--- src/rtl/psrs_pkg.sv ---
`timescale 1ns / 1ps
`default_nettype none
package psrs_pkg;

    localparam int SlotW     = 8;
    localparam int TimeSlots = 256;
    localparam int SampleW   = 32;
    localparam int FracW     = 16;
    localparam int AccW      = 64;
    localparam int CntW      = 32;
    localparam int KindW     = 3;
    localparam int HalfW     = AccW / 2;
    localparam int ProdW     = 2 * AccW;
    localparam int DivSteps  = AccW / 2;
    localparam int DivCntW   = $clog2(DivSteps);
    localparam int RootW     = 48;
    localparam int SqrtSteps = RootW / 2;
    localparam int SqrtCntW  = $clog2(SqrtSteps);

    localparam logic [1:0] MODE_ACC   = 2'd0;
    localparam logic [1:0] MODE_READ  = 2'd1;
    localparam logic [1:0] MODE_CLEAR = 2'd2;

    localparam logic [KindW-1:0] KIND_MIN   = 3'd0;
    localparam logic [KindW-1:0] KIND_MAX   = 3'd1;
    localparam logic [KindW-1:0] KIND_MEAN  = 3'd2;
    localparam logic [KindW-1:0] KIND_SUM   = 3'd3;
    localparam logic [KindW-1:0] KIND_COUNT = 3'd4;
    localparam logic [KindW-1:0] KIND_PROD  = 3'd5;
    localparam logic [KindW-1:0] KIND_VAR   = 3'd6;
    localparam logic [KindW-1:0] KIND_SD    = 3'd7;

    typedef struct packed {
        logic [1:0]                mode;
        logic [SlotW-1:0]          slot;
        logic signed [SampleW-1:0] sample_value;
        logic                      sample_valid;
    } t_in_item;

    typedef struct packed {
        logic [SlotW-1:0]       result_slot;
        logic signed [AccW-1:0] result_value;
        logic                   result_empty;
        logic                   result_saturated;
    } t_out_item;

    typedef struct packed {
        logic [AccW-1:0] acc;
        logic [CntW-1:0] cnt;
        logic [AccW-1:0] mean;
        logic            sat;
    } t_entry;

    typedef struct packed {
        logic load;
        logic dec;
        logic div_step;
        logic div_end;
        logic mul_step;
        logic rnd;
        logic sqrt_step;
        logic sqrt_end;
    } t_cmd;

    typedef struct packed {
        logic dec_div;
        logic dec_mul;
        logic div_last;
        logic divend_mul;
        logic divend_sqrt;
        logic mul_last;
        logic sqrt_last;
    } t_stat;

    // Saturating signed add; the top bit of the result is the overflow flag.
    function automatic logic [AccW:0] f_sat_add(input logic [AccW-1:0] a,
                                                input logic [AccW-1:0] b);
        logic [AccW-1:0] s;
        logic            ovf;
        s   = a + b;
        ovf = (a[AccW-1] == b[AccW-1]) && (s[AccW-1] != a[AccW-1]);
        if (ovf) begin
            s = a[AccW-1] ? {1'b1, {(AccW-1){1'b0}}} : {1'b0, {(AccW-1){1'b1}}};
        end
        return {ovf, s};
    endfunction

    function automatic logic [AccW:0] f_sat_sub(input logic [AccW-1:0] a,
                                                input logic [AccW-1:0] b);
        logic [AccW-1:0] s;
        logic            ovf;
        s   = a - b;
        ovf = (a[AccW-1] != b[AccW-1]) && (s[AccW-1] != a[AccW-1]);
        if (ovf) begin
            s = a[AccW-1] ? {1'b1, {(AccW-1){1'b0}}} : {1'b0, {(AccW-1){1'b1}}};
        end
        return {ovf, s};
    endfunction

    function automatic logic [AccW-1:0] f_mag(input logic [AccW-1:0] x);
        return x[AccW-1] ? (~x + 1'b1) : x;
    endfunction

    function automatic logic [AccW-1:0] f_apply_sign(input logic [AccW-1:0] m,
                                                     input logic neg);
        return neg ? (~m + 1'b1) : m;
    endfunction

endpackage
`default_nettype wire

--- src/rtl/psrs_ctrl.sv ---
`timescale 1ns / 1ps
`default_nettype none
module psrs_ctrl (
    input  wire logic            i_clk,
    input  wire logic            i_rst_n,
    input  wire logic            i_start,
    input  wire psrs_pkg::t_stat i_stat,
    output logic                 o_busy,
    output psrs_pkg::t_cmd       o_cmd
);

    typedef enum logic [7:0] {
        ST_IDLE   = 8'b0000_0001,
        ST_DEC    = 8'b0000_0010,
        ST_DIV    = 8'b0000_0100,
        ST_DIVEND = 8'b0000_1000,
        ST_MUL    = 8'b0001_0000,
        ST_RND    = 8'b0010_0000,
        ST_SQRT   = 8'b0100_0000,
        ST_SQEND  = 8'b1000_0000
    } t_state;

    t_state r_state;
    t_state n_state;

    always_comb begin
        n_state = r_state;
        case (r_state)
            ST_IDLE: begin
                if (i_start) n_state = ST_DEC;
            end
            ST_DEC: begin
                if (i_stat.dec_div)      n_state = ST_DIV;
                else if (i_stat.dec_mul) n_state = ST_MUL;
                else                     n_state = ST_IDLE;
            end
            ST_DIV: begin
                if (i_stat.div_last) n_state = ST_DIVEND;
            end
            ST_DIVEND: begin
                if (i_stat.divend_mul)       n_state = ST_MUL;
                else if (i_stat.divend_sqrt) n_state = ST_SQRT;
                else                         n_state = ST_IDLE;
            end
            ST_MUL: begin
                if (i_stat.mul_last) n_state = ST_RND;
            end
            ST_RND:   n_state = ST_IDLE;
            ST_SQRT: begin
                if (i_stat.sqrt_last) n_state = ST_SQEND;
            end
            ST_SQEND: n_state = ST_IDLE;
            default:  n_state = ST_IDLE;
        endcase
    end

    always_ff @(posedge i_clk) begin
        if (!i_rst_n) begin
            r_state <= ST_IDLE;
        end else begin
            r_state <= n_state;
        end
    end

    assign o_busy         = (r_state != ST_IDLE);
    assign o_cmd.load      = (r_state == ST_IDLE) && i_start;
    assign o_cmd.dec       = (r_state == ST_DEC);
    assign o_cmd.div_step  = (r_state == ST_DIV);
    assign o_cmd.div_end   = (r_state == ST_DIVEND);
    assign o_cmd.mul_step  = (r_state == ST_MUL);
    assign o_cmd.rnd       = (r_state == ST_RND);
    assign o_cmd.sqrt_step = (r_state == ST_SQRT);
    assign o_cmd.sqrt_end  = (r_state == ST_SQEND);

    a_accept_to_dec: assert property (@(posedge i_clk) disable iff (!i_rst_n)
        (r_state == ST_IDLE && i_start) |=> (r_state == ST_DEC))
        else $error("accepted beat did not enter decode");

    a_mul_to_rnd: assert property (@(posedge i_clk) disable iff (!i_rst_n)
        (r_state == ST_MUL && i_stat.mul_last) |=> (r_state == ST_RND))
        else $error("multiplier finish did not lead to rounding");

endmodule
`default_nettype wire

--- config.mk ---
export PLATFORM = sky130hd
export DESIGN_NAME = psrs_ctrl
export DESIGN_NICKNAME = d
export VERILOG_FILES = /design/src/rtl/psrs_pkg.sv /design/src/rtl/psrs_ctrl.sv
export SDC_FILE = /design/constraint.sdc
export NUM_CORES = 1
export LEC_CHECK = 0
export ABC_CLOCK_PERIOD_IN_PS = 4300
export BUFFER_PORTS_ARGS = -buffer_cell sky130_fd_sc_hd__clkbuf_2
export CAP_MARGIN = 20
export CORE_AREA = 4 4 41 43
export DETAILED_ROUTE_END_ITERATION = 8
export DIE_AREA = 0 0 45 47
export GPL_TIMING_DRIVEN = 0
export PLACE_DENSITY_LB_ADDON = 0.3
export SETUP_SLACK_MARGIN = 0.02
export SLEW_MARGIN = 20
export SYNTH_ARGS = -nofsm -noshare
export SYNTH_HDL_FRONTEND = slang
export SYNTH_SLANG_ARGS = --single-unit
--- constraint.sdc ---
create_clock -name i_clk -period 4.3 [get_ports i_clk]
set_input_delay 1.075 -clock i_clk [delete_from_list [all_inputs] [get_ports i_clk]]
set_output_delay 1.075 -clock i_clk [all_outputs]
set_load 0.03 [all_outputs]
Yosys cells after proc, flatten, opt, wreduce, memory -nomap -nowiden

Index checks and enable logic that the tools add are counted.

Equality and inequality tests: 13
Mux-type cells: 9
Reduce and logical (&&, ||, !) cells: 2

Operators with widths:

| cell                 | count |
|---|---|
| $pmux W8 S6          | 1 |
| $mux W8              | 4 |
| $mux W7              | 2 |
| $mux W5              | 2 |
| $eq A8 B1 Y1 const B | 1 |
| $eq A8 B2 Y1 const B | 1 |
| $eq A8 B3 Y1 const B | 1 |
| $eq A8 B4 Y1 const B | 1 |
| $eq A8 B5 Y1 const B | 1 |
| $eq A8 B6 Y1 const B | 1 |
| $eq A8 B7 Y1 const B | 1 |
| $eq A8 B8 Y1 const B | 1 |
| $ne A2 B2 Y1 const B | 4 |
| $ne A8 B1 Y1 const B | 1 |
| $reduce_and A4 Y1    | 1 |
| $logic_and A1 B1 Y1  | 1 |

Bits in registers: 8
Bits of input ports: 10
Output and inout bits: 9
Word-level logic and storage cells: 25

Longest topological paths before layout

Gate-level depths: netlist of the first run.

Depth in word-level cells: 3
Depth in mapped cells: 5
Mapped depth without buffers: 4

Least setup slack after synthesis of the first run

OpenSTA, ideal clock, no wires.

Path kind: flip-flop to output port
Start point: register r_state[3]
End point: output port o_cmd[0] (netlist bit)
Arrival: 2.019 ns
Setup slack: 1.206 ns
Stages on the path, launching flop included: 4
Path buffers: 1
Cell sequence: dfxtp_1 -> buf_6 -> or4_4 -> nor4b_1

RTL lines:

| element                | line            | RTL |
|---|---|---|
| from (decl)            | psrs_ctrl.sv:23 | `t_state r_state;` |
| from (signal assigned) | psrs_ctrl.sv:61 | `r_state <= n_state;` |
| to (decl)              | psrs_ctrl.sv:9  | `output psrs_pkg::t_cmd o_cmd` |

==> run metrics, run 1 <==
status=finished, final reports clean; crit end category=output port; Post-DRT Antenna Nets=0; CTS sink cnt=8; Tmin final=3006 ps; first-pass GRT wire length=around 2000 um; Multi-input gate area=just over 300 sq um; Tcrit/Tclk final=69.91%; R2R cell count=5; Post-CTS Setup Bufs=0; max_slew headroom=between 60 and 70%; sequential share of the synthesized area=between 30% and 40%; pin count of the biggest net entering global routing=10; detailed-route wire length=around 1200 um; drt initial violations=6; beginning of the worst hold path=r_state[1]$_SDFFE_PN0P_; Req. time, crit path=~3200 ps; Layout Nets=94; top flop regs=r_state: 8 flops; CP Class=flop to output port; Reg2Reg Launch Point=r_state[3]$_SDFFE_PN0P_; root buf cell=clkbuf_4; crit path DAT=just under 2000 ps; Final TNS setup=0 ps; post-synth cell types=32; EDFF count, synth=0; routed wire length per instance=12.36 um; CTS buffer count=3; hold buffer count at cts=0; fin. max-slew vios=0; post-CTS sizing=0; fmax=around 0.33 GHz; final setup fails=0; via density per instance=roughly 5.4; Reg2Reg Setup Slack=roughly 2500 ps; YS warnings=0; I/O pins=19; Synth Instances=61; GRT Residual Overflow=0; Worst Hold Class=flop to flop; Cell Area, Synth=500.5 sq um; Register Area=160.2 sq um; CP Max Fanout=9; synth-to-layout area growth=26.25%; Placer Congestion=0.7796; row count=13; # fillers=roughly 140; Max IR drop VDD=between 0.1 and 0.15 mV; Die Ht=47 um; Syn Area/Cell=8.205 sq um; r2r endpoint=r_state[3]$_SDFFE_PN0P_; initial antenna violation count=0; WHS Path Cells=4; Lkg Pwr=between 0.0002 and 0.0003 uW; RSZ-0062 raised after global routing=false; Total Power Consumption=~210 uW; final hold violation count=0; Post-route DRC=0; clock-pin slew of the registers on the worst-case setup and hold paths=approximately 50 ps; CP startpoint kind=flop; most frequent cells in the layout=clkbuf_2, dfxtp_1, nor2_1, inv_1, nor4_1; Setup Skew=around 4.7 ps; commonest non-fill, non-tap cell in the layout=clkbuf_2; H-tree Lvls=1; GRT Util Overall=13.92%; ANT cells=0; Detailed Place HPWL=954.9 um; Pwr per Cell Area=326.8 nW/um^2; Async SR Flop Fraction=0%; die area=2115 sq um; clk_lat worst skew=about 260 ps; Max Cap Viol=0; Starting Density=between 30% and 40%; vias in the first global route=between 400 and 500; port buffer count=18; CTS tree=done; synthesis-stage register bit count=8; Pre-antenna DRT Iters=4; ys flop type=dfxtp_1; Reg with most FFs=r_state; die extent in x=between 40 and 50 um; Post-Syn Nets=71; worst slew pin tran=478.5 ps; Worst Hold End=r_state[2]$_SDFFE_PN0P_; core area=1301 sq um; vias=519; Clock Path Buffers=2; layout cells sized above 1=31.71%; Largest register FFs=8
[kinds of logic after synthesis]
family | Yosys count | share of synthesized area (%)
AO/OA/AOI/OAI | 12 | 17.00
XOR/XNOR | 1 | 1.750
buffers and inverters | 7 | 6.750
flip-flops | 8 | 32.00
AND/OR/NAND/NOR | 33 | 42.50
[per-stage QoR]
| step | cells | hold WS, ps | util [%] | setup slack, ps | instance area [sq um] |
|---|---|---|---|---|---|
| 6_report | 97 | 630.9 | 48.56 | 1294 | 631.9 |
| 5_1_grt | 97 | 720.5 | 48.56 | 1187 | 631.9 |
| 4_1_cts | 97 | 643.0 | 48.56 | 1277 | 631.9 |
| 3_5_place_dp | 94 | 637.4 | 46.83 | 1558 | 609.3 |
| 3_3_place_gp | 94 | 629.2 | 46.83 | 1569 | 609.3 |
| 2_1_floorplan | 61 | 600.2 | - | 1206 | 500.5 |
[cell type report]
type / instances / share of cell area (%)
Multi-Input combinational cell: 46 / 48.51
Sequential cell: 8 / 25.35
Timing Repair Buffer: 18 / 14.26
Clock buffer: 3 / 3.564
Inverter: 5 / 2.970
Tap cell: 15 / 2.970
Buffer: 2 / 2.376
[cell usage after synthesis, types with 2 or more instances]
library cell / instances / area [sq um]
or4_4: 2 / 22.52
nor4_1: 4 / 25.02
a21oi_1: 2 / 10.01
nand3_1: 2 / 10.01
or4_1: 2 / 15.01
inv_1: 5 / 18.77
nor3b_1: 2 / 15.01
nand2_1: 2 / 7.510
o21a_1: 3 / 22.52
dfxtp_1: 8 / 160.2
nor2_1: 5 / 18.77
nand2b_1: 3 / 18.77
and3_1: 2 / 12.51
[how the worst max path moves through the flow]
stage                            startpoint        to  slack [ps]  depth (start not counted)
floorplan           r_state[3]$_SDFFE_PN0P_  o_cmd[0]        1210                          3
global placement    r_state[3]$_SDFFE_PN0P_  o_cmd[7]        1570                          5
detailed placement  r_state[3]$_SDFFE_PN0P_  o_cmd[7]        1560                          5
CTS                 r_state[3]$_SDFFE_PN0P_  o_cmd[7]        1280                          5
global route        r_state[3]$_SDFFE_PN0P_  o_cmd[7]        1190                          5
finish              r_state[3]$_SDFFE_PN0P_  o_cmd[7]        1290                          5
[critical path: stages, from the launching register on]
cell      delay [ps]
dfxtp_1          300
buf_6            130
or4_4            540
or3_1            400
nor2_1           100
clkbuf_2         210
[per-layer routing]
metal,up-vias,track usage (%),wire length (um)
met5,-,0,0
met4,0,14.04,42
met3,4,2.682,69
met2,15,20.62,553
met1,230,16.44,534
li1,270,-,-
[where the power goes]
group	internal (uW)	leakage [uW]	switching, uW
Clock	31.9	0.0000138	24.8
Sequential	79.5	0.0000650	6.08
Combinational	26.0	0.000210	38.3
Total	137	0.000289	69.1
(Power assumes the default switching activity.)
==> run 2, diff against run 1 <==
ABC_AREA = 1   (was unset)
ABC_CLOCK_PERIOD_IN_PS = 2500   (was 4300)
CORE_AREA = unset   (was 4 4 41 43)
CORE_MARGIN = 4   (was unset)
CORE_UTILIZATION = 43   (was unset)
DIE_AREA = unset   (was 0 0 45 47)
clock period = 2.5 ns   (was 4.3 ns; I/O delays follow)
==> run 2 against run 1 <==
Sequential cell count unchanged. Critical path depth increased by 1. Worst hold slack worse by 22 ps. Die area down 3.3%. Final cell count rose by 25%. Setup slack worse by 820 ps. Design area up 15%. Synthesized area up 19%. Power grew 79%. Via count is 5.4% higher. Sequential share of layout area decreased by 3.3 points. Largest power group unchanged. Highest routed layer unchanged.
==> run metrics, run 2 <==
Post-DRT Antenna Nets=0 (unchanged); Post-Route Utilization=55.87% (+7.3 points); row count=13 (unchanged); r2r endpoint=r_state[3]$_SDFFE_PN0P_; vias in the first global route=481 (+1.7%); Tcrit/Tclk final=80.91%; Reg with most FFs=r_state; Post-Synth XOR/XNOR Area=0% (-1.7 points); final setup fails=0 (unchanged); beginning of the worst hold path=i_rst_n; worst hold slack=608.8 ps (-22.02 ps); status=finished, final reports clean; Clock Path Buffers=2 (unchanged); sequential share of the synthesized area=26.89% (-5.1 points); Multi-input gate area=379.1 sq um (+24%); most frequent cells after synthesis=nand2_1, nor2_1, inv_1; CTS buffer count=3 (unchanged); Adder-Cell Fraction of Synth Area=0% (unchanged); Syn Area/Cell=7.007 sq um (-15%); Layout Nets=118 (+26%); post-layout instance area=726.9 sq um (+15%); WHS Path Cells=2 (-2); Final TNS setup=0 ps (unchanged); H-tree Lvls=1 (unchanged); post-synth cell types=16 (-50%); Post-Syn Nets=95 (+34%); die area=2044 sq um (-3.3%); fmax=a little under 0.5 GHz; Total Power Consumption=369.4 uW (+79%); Buf+Inv Stages, Crit Path=2 (unchanged); detailed-route wire length=1145 um (-4.5%); crit end category=output port; most frequent cells in the layout=clkbuf_2, nand2_1, nor2_1; Placer Congestion=0.7401 (-5.1%); Reg2Reg Setup Slack=1280 ps (-1190 ps); Synth top area share=26.89% (-5.1 points); Reg2Reg Launch Point=r_state[4]$_SDFFE_PN0P_; CTS tree=done; GRT Residual Overflow=0 (unchanged); drt initial violations=6 (unchanged); Worst Hold Class=input pin to flop; max_slew headroom=83.98% (+16 points); Starting Density=45.77% (+7.3 points); layout cells sized above 1=38.68% (+7.0 points); Yosys top cell by area=dfxtp_1; worst slew pin tran=240.0 ps (-238.5 ps); # fillers=134 (-2.2%); Lkg Pwr=0.0003867 uW (+34%); Worst Hold End=r_state[0]$_SDFFE_PN1P_; most used cell, CP=nor2_4; ANT cells=0 (unchanged); CP Max Fanout=5 (-4); ys flop type=dfxtp_1; Cell Area, Synth=595.6 sq um (+19%); top flop regs=r_state: 8 flops; initial antenna violation count=0 (unchanged); Pwr per Cell Area=508.1 nW/um^2 (+55%); mux share of post-synthesis cell area=0% (unchanged); fin. max-slew vios=0 (unchanged); CP startpoint kind=flop; Req. time, crit path=1880 ps (-1340 ps); Largest register FFs=8 (unchanged); Die Ht=45.22 um (-3.8%); main area contributors after synthesis=dfxtp_1, nor2_4, nand2_1; clk_lat worst skew=250 ps (about the same); GRT Util Overall=13.69% (-0.23 points); Post-Synth Simple-Gate Area=61.97% (+19 points); hold buffer count at cts=0 (unchanged); Setup Skew=3.610 ps (-1.063 ps); RSZ-0062 raised after global routing=false; final hold violation count=0 (unchanged); count leader, synth=nand2_1; Post-CTS Setup Bufs=0 (unchanged); via density per instance=4.521 (-16%); die extent in x=45.22 um (+0.48%); synthesis-stage register bit count=8 (unchanged); crit path DAT=1400 ps (-530 ps); commonest non-fill, non-tap cell in the layout=clkbuf_2; CTS sink cnt=8 (unchanged); Post-route DRC=0 (unchanged); clock-pin slew of the registers on the worst-case setup and hold paths=60 ps (about the same); Register Area=160.2 sq um (unchanged); pin count of the biggest net entering global routing=6 (-4); worst stage delay on the critical path=370 ps (-170 ps); first-pass GRT wire length=1966 um (-2.0%); YS warnings=0 (unchanged); largest family of logic cells by synthesized area=simple AND/OR/NAND/NOR gates; vias=547 (+5.4%); Max Cap Viol=0 (unchanged); Synth Instances=85 (+39%); core area=1301 sq um (unchanged); post-CTS sizing=0 (unchanged); Tmin final=just over 2000 ps; Detailed Place HPWL=1002 um (+4.9%); placed instance area=704.4 sq um (+16%); Max IR drop VDD=0.2640 mV (+80%); synth-to-layout area growth=22.06%; top cell family by delay on the critical path=simple AND/OR/NAND/NOR gates; port buffer count=18 (unchanged); area fraction in compound gates after synthesis=1.681% (-15 points); Worst path slowest cell=dfxtp_1; CP Class=flop to output port; Async SR Flop Fraction=0% (unchanged); R2R cell count=8 (+3); crit path cell chain=nor2_4 > nand2_8 > nor2_4 > inv_1 > nor2_1 > clkbuf_2; Pre-antenna DRT Iters=4 (unchanged); EDFF count, synth=0 (unchanged); routed wire length per instance=9.463 um (-23%); root buf cell=clkbuf_4; I/O pins=19 (unchanged)
==> run 2: changes by cell type in the layout (fill, tap and decap cells not counted), sizes merged, moves of 2 or more <==
cell,change
inv,+10
nor3b,-2
nand2b,-3
o21a,-3
nand2,+20
and3,-3
nand3b,+3
a21boi,-2
nor2,+20
nor4,-2
or4,-4
nand3,+4
==> run 2: per-layer routing <==
layer / vias to the layer above / share of wire [%] / track usage (%)
met3: 2 / 4.3 / 5.976
met4: 0 / 1.6 / 5.263
li1: 307 / - / -
met2: 12 / 47 / 19.77
met1: 226 / 47 / 17.79
met5: - / 0 / 0
==> run 2: kinds of logic (layout without fill, tap and decap cells) <==
| kind of cell | Yosys count | after routing |
|---|---|---|
| AOI/OAI and AO/OA | 2 | 2 |
| buffers and inverters | 15 | 36 |
| DFF | 8 | 8 |
| and+or+nand+nor | 60 | 60 |
==> run 2: worst max-delay path by stage <==
stage	start	endpoint	slack, ps	cells past startpoint
final	r_state[4]$_SDFFE_PN0P_	o_cmd[7]	480	6
after global placement	r_state[4]$_SDFFE_PN0P_	o_cmd[7]	760	6
after global routing	r_state[4]$_SDFFE_PN0P_	o_cmd[7]	350	6
after CTS	r_state[4]$_SDFFE_PN0P_	o_cmd[7]	460	6
after floorplan	r_state[0]$_SDFFE_PN1P_	o_cmd[0]	370	3
after detailed placement	r_state[4]$_SDFFE_PN0P_	o_cmd[7]	740	6
==> run 2: area by class of cell <==
type | instances | share of cell area [%]
multi-input cells | 62 | 52.15
inverters | 15 | 7.745
flip-flops and latches | 8 | 22.03
well taps | 15 | 2.582
clock buffers | 3 | 3.098
repair buffers | 18 | 12.39
==> run 2: stage by stage <==
step / worst slack, ps / cells
floorplan: 368.3 / 85
global placement: 760.1 / 118
detailed placement: 738.0 / 118
CTS: 459.6 / 121
global route: 352.5 / 121
finish: 477.4 / 121
==> run 2: where the power goes <==
group / internal, uW / total [uW] / switching, uW
registers: 136 / 143 / 7.01
clock network: 54.9 / 97.5 / 42.7
logic: 42.0 / 129 / 86.8
total: 233 / 369 / 136
